--- config.mk ---
export PLATFORM = sky130hd
export DESIGN_NAME = threshold_run_cluster_finder_unit
export DESIGN_NICKNAME = d
export VERILOG_FILES = /design/src/hw/rtl/trcf_pkg.sv /design/src/hw/rtl/trcf_ram.sv /design/src/hw/rtl/trcf_tracker.sv /design/src/hw/rtl/threshold_run_cluster_finder_unit.sv
export SDC_FILE = /design/constraint.sdc
export NUM_CORES = 1
export LEC_CHECK = 0
export BUFFER_PORTS_ARGS = -buffer_cell sky130_fd_sc_hd__clkbuf_2
export CAP_MARGIN = 30
export CELL_PAD_IN_SITES_DETAIL_PLACEMENT = 1
export CELL_PAD_IN_SITES_GLOBAL_PLACEMENT = 1
export CORE_ASPECT_RATIO = 1.4
export CORE_MARGIN = 8
export CORE_UTILIZATION = 35
export CTS_BUF_LIST = sky130_fd_sc_hd__clkbuf_4
export DETAILED_ROUTE_END_ITERATION = 12
export PLACE_DENSITY_LB_ADDON = 0.1
export SYNTH_ARGS = -nofsm -noshare
export SYNTH_HDL_FRONTEND = slang
export SYNTH_SLANG_ARGS = --single-unit
--- constraint.sdc ---
create_clock -name clk -period 7.1 [get_ports clk]
set_input_delay 0.71 -clock clk [delete_from_list [all_inputs] [get_ports clk]]
set_output_delay 0.71 -clock clk [all_outputs]
set_load 0.01 [all_outputs]
--- src/hw/rtl/trcf_pkg.sv ---
// ----------------------------------------------------------------------------
// trcf_pkg
// Shared types and constants of the threshold run cluster finder.
// ----------------------------------------------------------------------------
`default_nettype none

package trcf_pkg;

    localparam int CHANNELS_PER_PLANE_DEF = 32;
    localparam int PLANE_COUNT_DEF        = 2;
    localparam int SAMPLE_BITS_DEF        = 12;

    localparam int CHANNEL_W  = 6;
    localparam int SAMPLE_W   = 12;
    localparam int LENGTH_W   = 6;
    localparam int CENTROID_W = 6;

    typedef enum logic {
        OP_THRESHOLD_WRITE = 1'b0,
        OP_SAMPLE          = 1'b1
    } trcf_op_t;

    typedef struct packed {
        logic                  emit;
        logic                  plane;
        logic [LENGTH_W-1:0]   length;
        logic [CENTROID_W-1:0] centroid;
    } trcf_result_t;

endpackage

`default_nettype wire

--- src/hw/rtl/trcf_ram.sv ---
// ----------------------------------------------------------------------------
// trcf_ram
// Generic single-write, single-read RAM with registered read data.
// ----------------------------------------------------------------------------
`default_nettype none

module trcf_ram #(
    parameter int WIDTH = 12,
    parameter int DEPTH = 64,
    localparam int AW   = (DEPTH > 1) ? $clog2(DEPTH) : 1
) (
    input  logic             clk,
    input  logic             wr_en,
    input  logic [AW-1:0]    wr_addr,
    input  logic [WIDTH-1:0] wr_data,
    input  logic             rd_en,
    input  logic [AW-1:0]    rd_addr,
    output logic [WIDTH-1:0] rd_data
);

    logic [WIDTH-1:0] mem_reg [DEPTH];
    logic [WIDTH-1:0] rd_data_reg;

    always_ff @(posedge clk)
    begin
        if (wr_en)
        begin
            mem_reg[wr_addr] <= wr_data;
        end
        if (rd_en)
        begin
            rd_data_reg <= mem_reg[rd_addr];
        end
    end

    assign rd_data = rd_data_reg;

endmodule

`default_nettype wire

--- src/hw/rtl/trcf_tracker.sv ---
// ----------------------------------------------------------------------------
// trcf_tracker
// Run tracker: hit test against the threshold and cluster open/close logic.
// ----------------------------------------------------------------------------
`default_nettype none

module trcf_tracker #(
    parameter int CHANNELS_PER_PLANE = 32,
    parameter int PLANE_COUNT        = 2,
    parameter int SAMPLE_BITS        = 12,
    localparam int PW  = $clog2(CHANNELS_PER_PLANE),
    localparam int PLW = (PLANE_COUNT > 1) ? $clog2(PLANE_COUNT) : 1
) (
    input  logic                   clk,
    input  logic                   rst_n,
    input  logic                   step,
    input  logic [PLW-1:0]         plane,
    input  logic [PW-1:0]          pos,
    input  logic [SAMPLE_BITS-1:0] sample,
    input  logic [SAMPLE_BITS-1:0] threshold,
    output trcf_pkg::trcf_result_t result
);

    import trcf_pkg::*;

    localparam int RW  = PW + 1;
    localparam int CNW = PW + 2;

    logic           in_cluster_reg, in_cluster_next;
    logic [PW-1:0]  start_reg, start_next;
    logic [RW-1:0]  run_reg, run_next;
    logic [PLW-1:0] plane_reg, plane_next;

    logic           cont;
    logic           hit;
    logic           last;
    logic           emit;
    logic [PW-1:0]  new_start;
    logic [RW-1:0]  new_run;
    logic [PLW-1:0] new_plane;
    logic [PW-1:0]  res_start;
    logic [RW-1:0]  res_run;
    logic [PLW-1:0] res_plane;
    logic [CNW-1:0] centroid;

    // the sample continues the open run only at the next adjacent position
    assign cont = in_cluster_reg && (plane == plane_reg)
                  && (RW'(pos) == RW'(start_reg) + run_reg);
    assign hit  = sample > threshold;
    assign last = pos == PW'(CHANNELS_PER_PLANE - 1);

    assign new_start = cont ? start_reg : pos;
    assign new_plane = cont ? plane_reg : plane;
    assign new_run   = (cont ? run_reg : RW'(0)) + RW'(1);

    // a hit at the last position closes the run it just extended, a miss closes the old one
    assign res_start = hit ? new_start : start_reg;
    assign res_run   = hit ? new_run   : run_reg;
    assign res_plane = hit ? new_plane : plane_reg;
    assign centroid  = (CNW'(res_start) << 1) + CNW'(res_run) - CNW'(1);

    always_comb
    begin
        in_cluster_next = in_cluster_reg;
        start_next      = start_reg;
        run_next        = run_reg;
        plane_next      = plane_reg;
        emit            = 1'b0;
        if (step)
        begin
            if (hit)
            begin
                start_next = new_start;
                plane_next = new_plane;
                if (last)
                begin
                    emit            = 1'b1;
                    in_cluster_next = 1'b0;
                    run_next        = '0;
                end
                else
                begin
                    in_cluster_next = 1'b1;
                    run_next        = new_run;
                end
            end
            else
            begin
                // a miss at the next adjacent position closes the run with a transaction; else the run is dropped
                emit            = cont;
                in_cluster_next = 1'b0;
                run_next        = '0;
            end
        end
    end

    assign result.emit     = emit;
    assign result.plane    = res_plane[0];
    assign result.length   = LENGTH_W'(res_run);
    assign result.centroid = CENTROID_W'(centroid);

    always_ff @(posedge clk or negedge rst_n)
    begin
        if (!rst_n)
        begin
            in_cluster_reg <= 1'b0;
            start_reg      <= '0;
            run_reg        <= '0;
            plane_reg      <= '0;
        end
        else
        begin
            in_cluster_reg <= in_cluster_next;
            start_reg      <= start_next;
            run_reg        <= run_next;
            plane_reg      <= plane_next;
        end
    end

endmodule

`default_nettype wire

--- src/hw/rtl/threshold_run_cluster_finder_unit.sv ---
// ----------------------------------------------------------------------------
// threshold_run_cluster_finder_unit
// Path: a closing sample is registered in the s1 stage, then its cluster in the output register.
// Throughput: one transaction per cycle unless cluster_ready stalls the output; the threshold RAM read is registered.
// Reset clears the run tracker and both valid flags; thresholds are not cleared.
// ----------------------------------------------------------------------------
`default_nettype none

module threshold_run_cluster_finder_unit #(
    parameter int CHANNELS_PER_PLANE = trcf_pkg::CHANNELS_PER_PLANE_DEF,
    parameter int PLANE_COUNT        = trcf_pkg::PLANE_COUNT_DEF,
    parameter int SAMPLE_BITS        = trcf_pkg::SAMPLE_BITS_DEF
) (
    input  logic                             clk,
    input  logic                             rst_n,
    input  logic                             sample_valid,
    output logic                             sample_ready,
    input  logic                             operation,
    input  logic [trcf_pkg::CHANNEL_W-1:0]   channel,
    input  logic [trcf_pkg::SAMPLE_W-1:0]    sample_value,
    output logic                             cluster_valid,
    input  logic                             cluster_ready,
    output logic                             plane,
    output logic [trcf_pkg::LENGTH_W-1:0]    cluster_length,
    output logic [trcf_pkg::CENTROID_W-1:0]  centroid_doubled
);

    import trcf_pkg::*;

    localparam int TABLE_DEPTH = CHANNELS_PER_PLANE * PLANE_COUNT;
    localparam int AW  = (TABLE_DEPTH > 1) ? $clog2(TABLE_DEPTH) : 1;
    localparam int PW  = $clog2(CHANNELS_PER_PLANE);
    localparam int PLW = (PLANE_COUNT > 1) ? $clog2(PLANE_COUNT) : 1;

    logic                   accept;
    logic                   advance;
    logic                   in_range;
    logic [PLW-1:0]         plane_in;
    logic [PW-1:0]          pos_in;
    logic [SAMPLE_BITS-1:0] value_in;
    logic [SAMPLE_BITS-1:0] threshold;
    trcf_result_t           result;

    logic                   s1_valid_reg;
    logic [PLW-1:0]         s1_plane_reg;
    logic [PW-1:0]          s1_pos_reg;
    logic [SAMPLE_BITS-1:0] s1_value_reg;

    logic                   out_valid_reg;
    logic                   out_plane_reg;
    logic [LENGTH_W-1:0]    out_length_reg;
    logic [CENTROID_W-1:0]  out_centroid_reg;

    // split the channel into plane and position
    always_comb
    begin
        in_range = 1'b0;
        plane_in = '0;
        pos_in   = '0;
        for (int p = 0; p < PLANE_COUNT; p++)
        begin
            if (32'(channel) >= p * CHANNELS_PER_PLANE
                && 32'(channel) < (p + 1) * CHANNELS_PER_PLANE)
            begin
                in_range = 1'b1;
                plane_in = PLW'(p);
                pos_in   = PW'(32'(channel) - p * CHANNELS_PER_PLANE);
            end
        end
    end

    assign value_in     = SAMPLE_BITS'(sample_value);
    assign accept       = sample_valid && sample_ready;
    assign advance      = s1_valid_reg && (!out_valid_reg || cluster_ready);
    assign sample_ready = !s1_valid_reg || advance;

    trcf_ram #(
        .WIDTH (SAMPLE_BITS),
        .DEPTH (TABLE_DEPTH)
    ) u_threshold_ram (
        .clk     (clk),
        .wr_en   (accept && (operation == OP_THRESHOLD_WRITE) && in_range),
        .wr_addr (AW'(channel)),
        .wr_data (value_in),
        .rd_en   (accept),
        .rd_addr (AW'(channel)),
        .rd_data (threshold)
    );

    // only in-range samples go on to the tracker
    always_ff @(posedge clk or negedge rst_n)
    begin
        if (!rst_n)
        begin
            s1_valid_reg <= 1'b0;
        end
        else if (sample_ready)
        begin
            s1_valid_reg <= sample_valid && (operation == OP_SAMPLE) && in_range;
        end
    end

    always_ff @(posedge clk)
    begin
        if (accept)
        begin
            s1_plane_reg <= plane_in;
            s1_pos_reg   <= pos_in;
            s1_value_reg <= value_in;
        end
    end

    trcf_tracker #(
        .CHANNELS_PER_PLANE (CHANNELS_PER_PLANE),
        .PLANE_COUNT        (PLANE_COUNT),
        .SAMPLE_BITS        (SAMPLE_BITS)
    ) u_tracker (
        .clk       (clk),
        .rst_n     (rst_n),
        .step      (advance),
        .plane     (s1_plane_reg),
        .pos       (s1_pos_reg),
        .sample    (s1_value_reg),
        .threshold (threshold),
        .result    (result)
    );

    always_ff @(posedge clk or negedge rst_n)
    begin
        if (!rst_n)
        begin
            out_valid_reg <= 1'b0;
        end
        else if (!out_valid_reg || cluster_ready)
        begin
            out_valid_reg <= advance && result.emit;
        end
    end

    always_ff @(posedge clk)
    begin
        if (!out_valid_reg || cluster_ready)
        begin
            out_plane_reg    <= result.plane;
            out_length_reg   <= result.length;
            out_centroid_reg <= result.centroid;
        end
    end

    assign cluster_valid    = out_valid_reg;
    assign plane            = out_plane_reg;
    assign cluster_length   = out_length_reg;
    assign centroid_doubled = out_centroid_reg;

endmodule

`default_nettype wire

==> results by group <==
Run status
  • Status: complete, no violations

Logic synthesis
  • Ys flop type: edfxtp_1
  • Most common cell in the netlist: edfxtp_1
  • #FFs+latches synth: 826
  • Syn avg cell area: 17.6 µm²
  • Fraction of post-synthesis cell area in the top cell type by area: 0.786
  • Post-Synthesis Cells: 1,756
  • Top cells by count, synth: edfxtp_1 (811), a22oi_1 (238), nor2_1 (78)
  • Post-synth EDFFs: 811
  • Library cells used by synthesis: 54
  • Yosys synthesis warning count: 0
  • Synth top area cells: edfxtp_1 (79%), a22oi_1 (5.8%), a22o_1 (2.1%), a221oi_1 (2.1%), a31oi_1 (1.4%)
  • Synth async-reset ratio: 0.0182
  • Post-Syn Area: 31,000 µm²
  • Leading area contributor after synthesis: edfxtp_1
  • Register area share after synthesis: 0.798
  • Synth Net Count: 1,807

CTS
  • # H-tree levels: 4
  • TritonCTS buffer count: 195
  • Worst-skew pair later-pin latency: 1.05 ns
  • Setup bufs post-CTS: 0
  • Root buf cell: clkbuf_4
  • # clock sinks: 826
  • Longest Clk Path Bufs: 3
  • Clock-pin slew on the worst setup and hold paths: 0.06 ns
  • TritonCTS clock tree: done
  • Hold-fix buffers, CTS: 9
  • Post-cts sizing count: 0

Floorplanning
  • Die Area: 98,400 µm²
  • Core Region: 88,000 µm²
  • Die Y: 368 µm
  • Die width: 267 µm
  • Rows: 129
  • Ports: 38
  • Initial Util: 0.352

Setup path
  • Top delay family on crit path: adder cells
  • Critical path arrival: 5.58 ns
  • CP Class: reg2reg
  • Critical path data required time: 7.89 ns
  • R2r worst-path depth: 21
  • R2R Setup Slk: 2.30 ns
  • CP max stage cell: fa_1
  • Worst Setup End Kind: flop
  • CP Cell Sequence: ha_1, inv_1, fa_1, xor2_1, nand4_1, nor4_4, o211ai_4, nor2_1, ha_1, a21o_1, inv_1, ha_1, inv_1, ha_1, inv_1, fa_1, inv_1, a21o_1, a21oi_1, xnor2_1, xnor3_1
  • CP max stage delay: 0.50 ns
  • Crit Path Max Fanout: 13
  • RR Endpoint: centroid_doubled[5]
  • Most used cell, CP: inv_1
  • CP Launch Type: flop
  • Critical path buffer and inverter count: 5
  • RR Startpoint: u_tracker.run_reg[0]

Placed design
  • Placement Cell Area: 33,000 µm²
  • Hpwl dp: 52.9 mm
  • Final Wtd Congestion: 0.772
  • Number of buffers added on ports: 37

Power
  • Power per standard cell area: 282 nW/µm²
  • Pleak: 11.4 nW
  • Maximum vdd drop: 110 µV

Timing
  • Final Critical Period: 4.80 ns
  • Max Slew Vio Count: 0
  • RSZ-0062 raised after global routing: false
  • Period utilisation layout: 0.676
  • Worst Max-Slew Pin Slew: 1.03 ns
  • Hold Slack: 0.219 ns
  • Post-Route Setup TNS: 0 ns
  • Relative slew margins: 0.309
  • # setup viols final: 0
  • Clk_skew: 0.0406 ns
  • Fmax: 208 MHz
  • Final hold vios: 0

Global routing
  • Vias in the first global route: 19,200
  • Largest net degree at the start of global routing: 98
  • GR Util All Layers: 0.194
  • GRT overflow: 0
  • First-pass GRT wire length: 137 mm
  • Initial antenna violation count: 1

Layout
  • Layout cell share with drive strength beyond 1: 0.212
  • Post-layout util: 0.404
  • Max FFs per register: 768
  • Fillers: 8,712
  • # nets final: 2,017
  • Finished Cell Area: 35,500 µm²
  • Area growth syn-to-layout: 14.7%
  • Multi-input combinational cell area: 5750 µm²
  • Sequential Area: 24,700 µm²

Flow run
  • Max-cap viol count: 0

Detailed routing
  • Routed WL: 96.0 mm
  • ANT nets after route: 0
  • Iteration-0 DRC Markers: 1,096
  • Vias per inst: 5.45
  • Via count of the routed design: 17,900
  • DRT Pass-1 Iters: 5
  • DRC: 0
  • Wire per inst: 29.2 µm

Hold path
  • HP Start: channel[4]
  • Hold Path Sink: s1_pos_reg[4]
  • Hold Crit Class: in2reg
  • Hold path depth: 1
-- routing by layer --
metal,GRT usage,vias up,wire length [µm]
li1,-,7819,-
met1,0.236,9482,39400
met2,0.343,489,50000
met3,0.0407,121,4370
met4,0.0612,0,2250
met5,0,-,0
-- power by group --
| group | leakage (nW) | switching (W) | internal (W) |
|---|---|---|---|
| registers | 7.54 | 0.0000305 | 0.00542 |
| clock network | 1.46 | 0.00187 | 0.00203 |
| logic | 2.39 | 0.000439 | 0.000217 |
| total | 11.4 | 0.00234 | 0.00767 |
-- layout by cell type (no fill, tap or decap), drive strengths merged, types with 6 or more instances in the layout --
| cell | n |
|---|---|
| a21oi | 39 |
| a221oi | 74 |
| a22o | 77 |
| a22oi | 238 |
| a31oi | 69 |
| buf | 81 |
| bufinv | 8 |
| clkbuf | 306 |
| clkinv | 50 |
| dfrtp | 15 |
| dlygate4sd3 | 9 |
| edfxtp | 811 |
| ha | 26 |
| inv | 39 |
| mux2 | 7 |
| mux2i | 8 |
| nand2 | 34 |
| nand3 | 20 |
| nand3b | 6 |
| nand4 | 29 |
| nor2 | 78 |
| nor3b | 7 |
| nor4 | 11 |
| o21ai | 8 |
| xnor2 | 8 |
-- final cells by class --
class,instances,share of cell area
diodes,2,0.000141
clock inverters,65,0.0132
multi-input cells,782,0.162
clock buffers,269,0.0568
inverters,34,0.00359
flip-flops and latches,826,0.696
repair buffers,127,0.0270
well taps,1179,0.0415
-- cells by family (layout without fill, tap and decap cells) --
logic type / after synthesis / count (layout) / share of synthesized area
flip-flops: 826 / 826 / 0.798
AO/OA/AOI/OAI: 516 / 516 / 0.126
AND/OR/NAND/NOR: 211 / 211 / 0.0355
buffers and inverters: 148 / 495 / 0.0192
adder cells (fa/ha/maj): 28 / 28 / 0.0118
multiplexers: 15 / 15 / 0.00525
XOR/XNOR: 12 / 12 / 0.00384
other: 0 / 2 / 0
-- through the flow --
| stage | std cells | worst slack, ns | total power [W] |
|---|---|---|---|
| after CTS | 3282 | 2.25 | 0.0102 |
| after detailed placement | 2939 | 2.25 | 0.00623 |
| after global routing | 3283 | 1.96 | 0.0104 |
| after floorplan | 1756 | 2.66 | 0.00591 |
| final | 3284 | 2.30 | 0.0100 |
| after global placement | 2939 | 2.39 | 0.00622 |
-- how the worst max path moves through the flow --
stage,endpoint,slack [ns],depth (start not counted),start
floorplan,centroid_doubled[5],2.66,22,u_tracker.run_reg[0]
global placement,centroid_doubled[5],2.39,21,u_tracker.run_reg[0]
detailed placement,centroid_doubled[5],2.25,21,u_tracker.run_reg[0]
CTS,centroid_doubled[5],2.25,21,u_tracker.run_reg[0]
global route,centroid_doubled[5],1.96,21,u_tracker.run_reg[0]
finish,centroid_doubled[5],2.30,21,u_tracker.run_reg[0]
-- worst register-to-register path: stages (launching register included) --
cell and delay [ns]:
dfrtp_1 0.45, ha_1 0.21, inv_1 0.05, fa_1 0.50, xor2_1 0.16, nand4_1 0.16
nor4_4 0.33, o211ai_4 0.24, nor2_1 0.21, ha_1 0.27, a21o_1 0.18, inv_1 0.06
ha_1 0.21, inv_1 0.06, ha_1 0.15, inv_1 0.07, fa_1 0.46, inv_1 0.08
a21o_1 0.11, a21oi_1 0.07, xnor2_1 0.19, xnor3_1 0.32
Note: power is estimated with default switching activity, not from simulation.
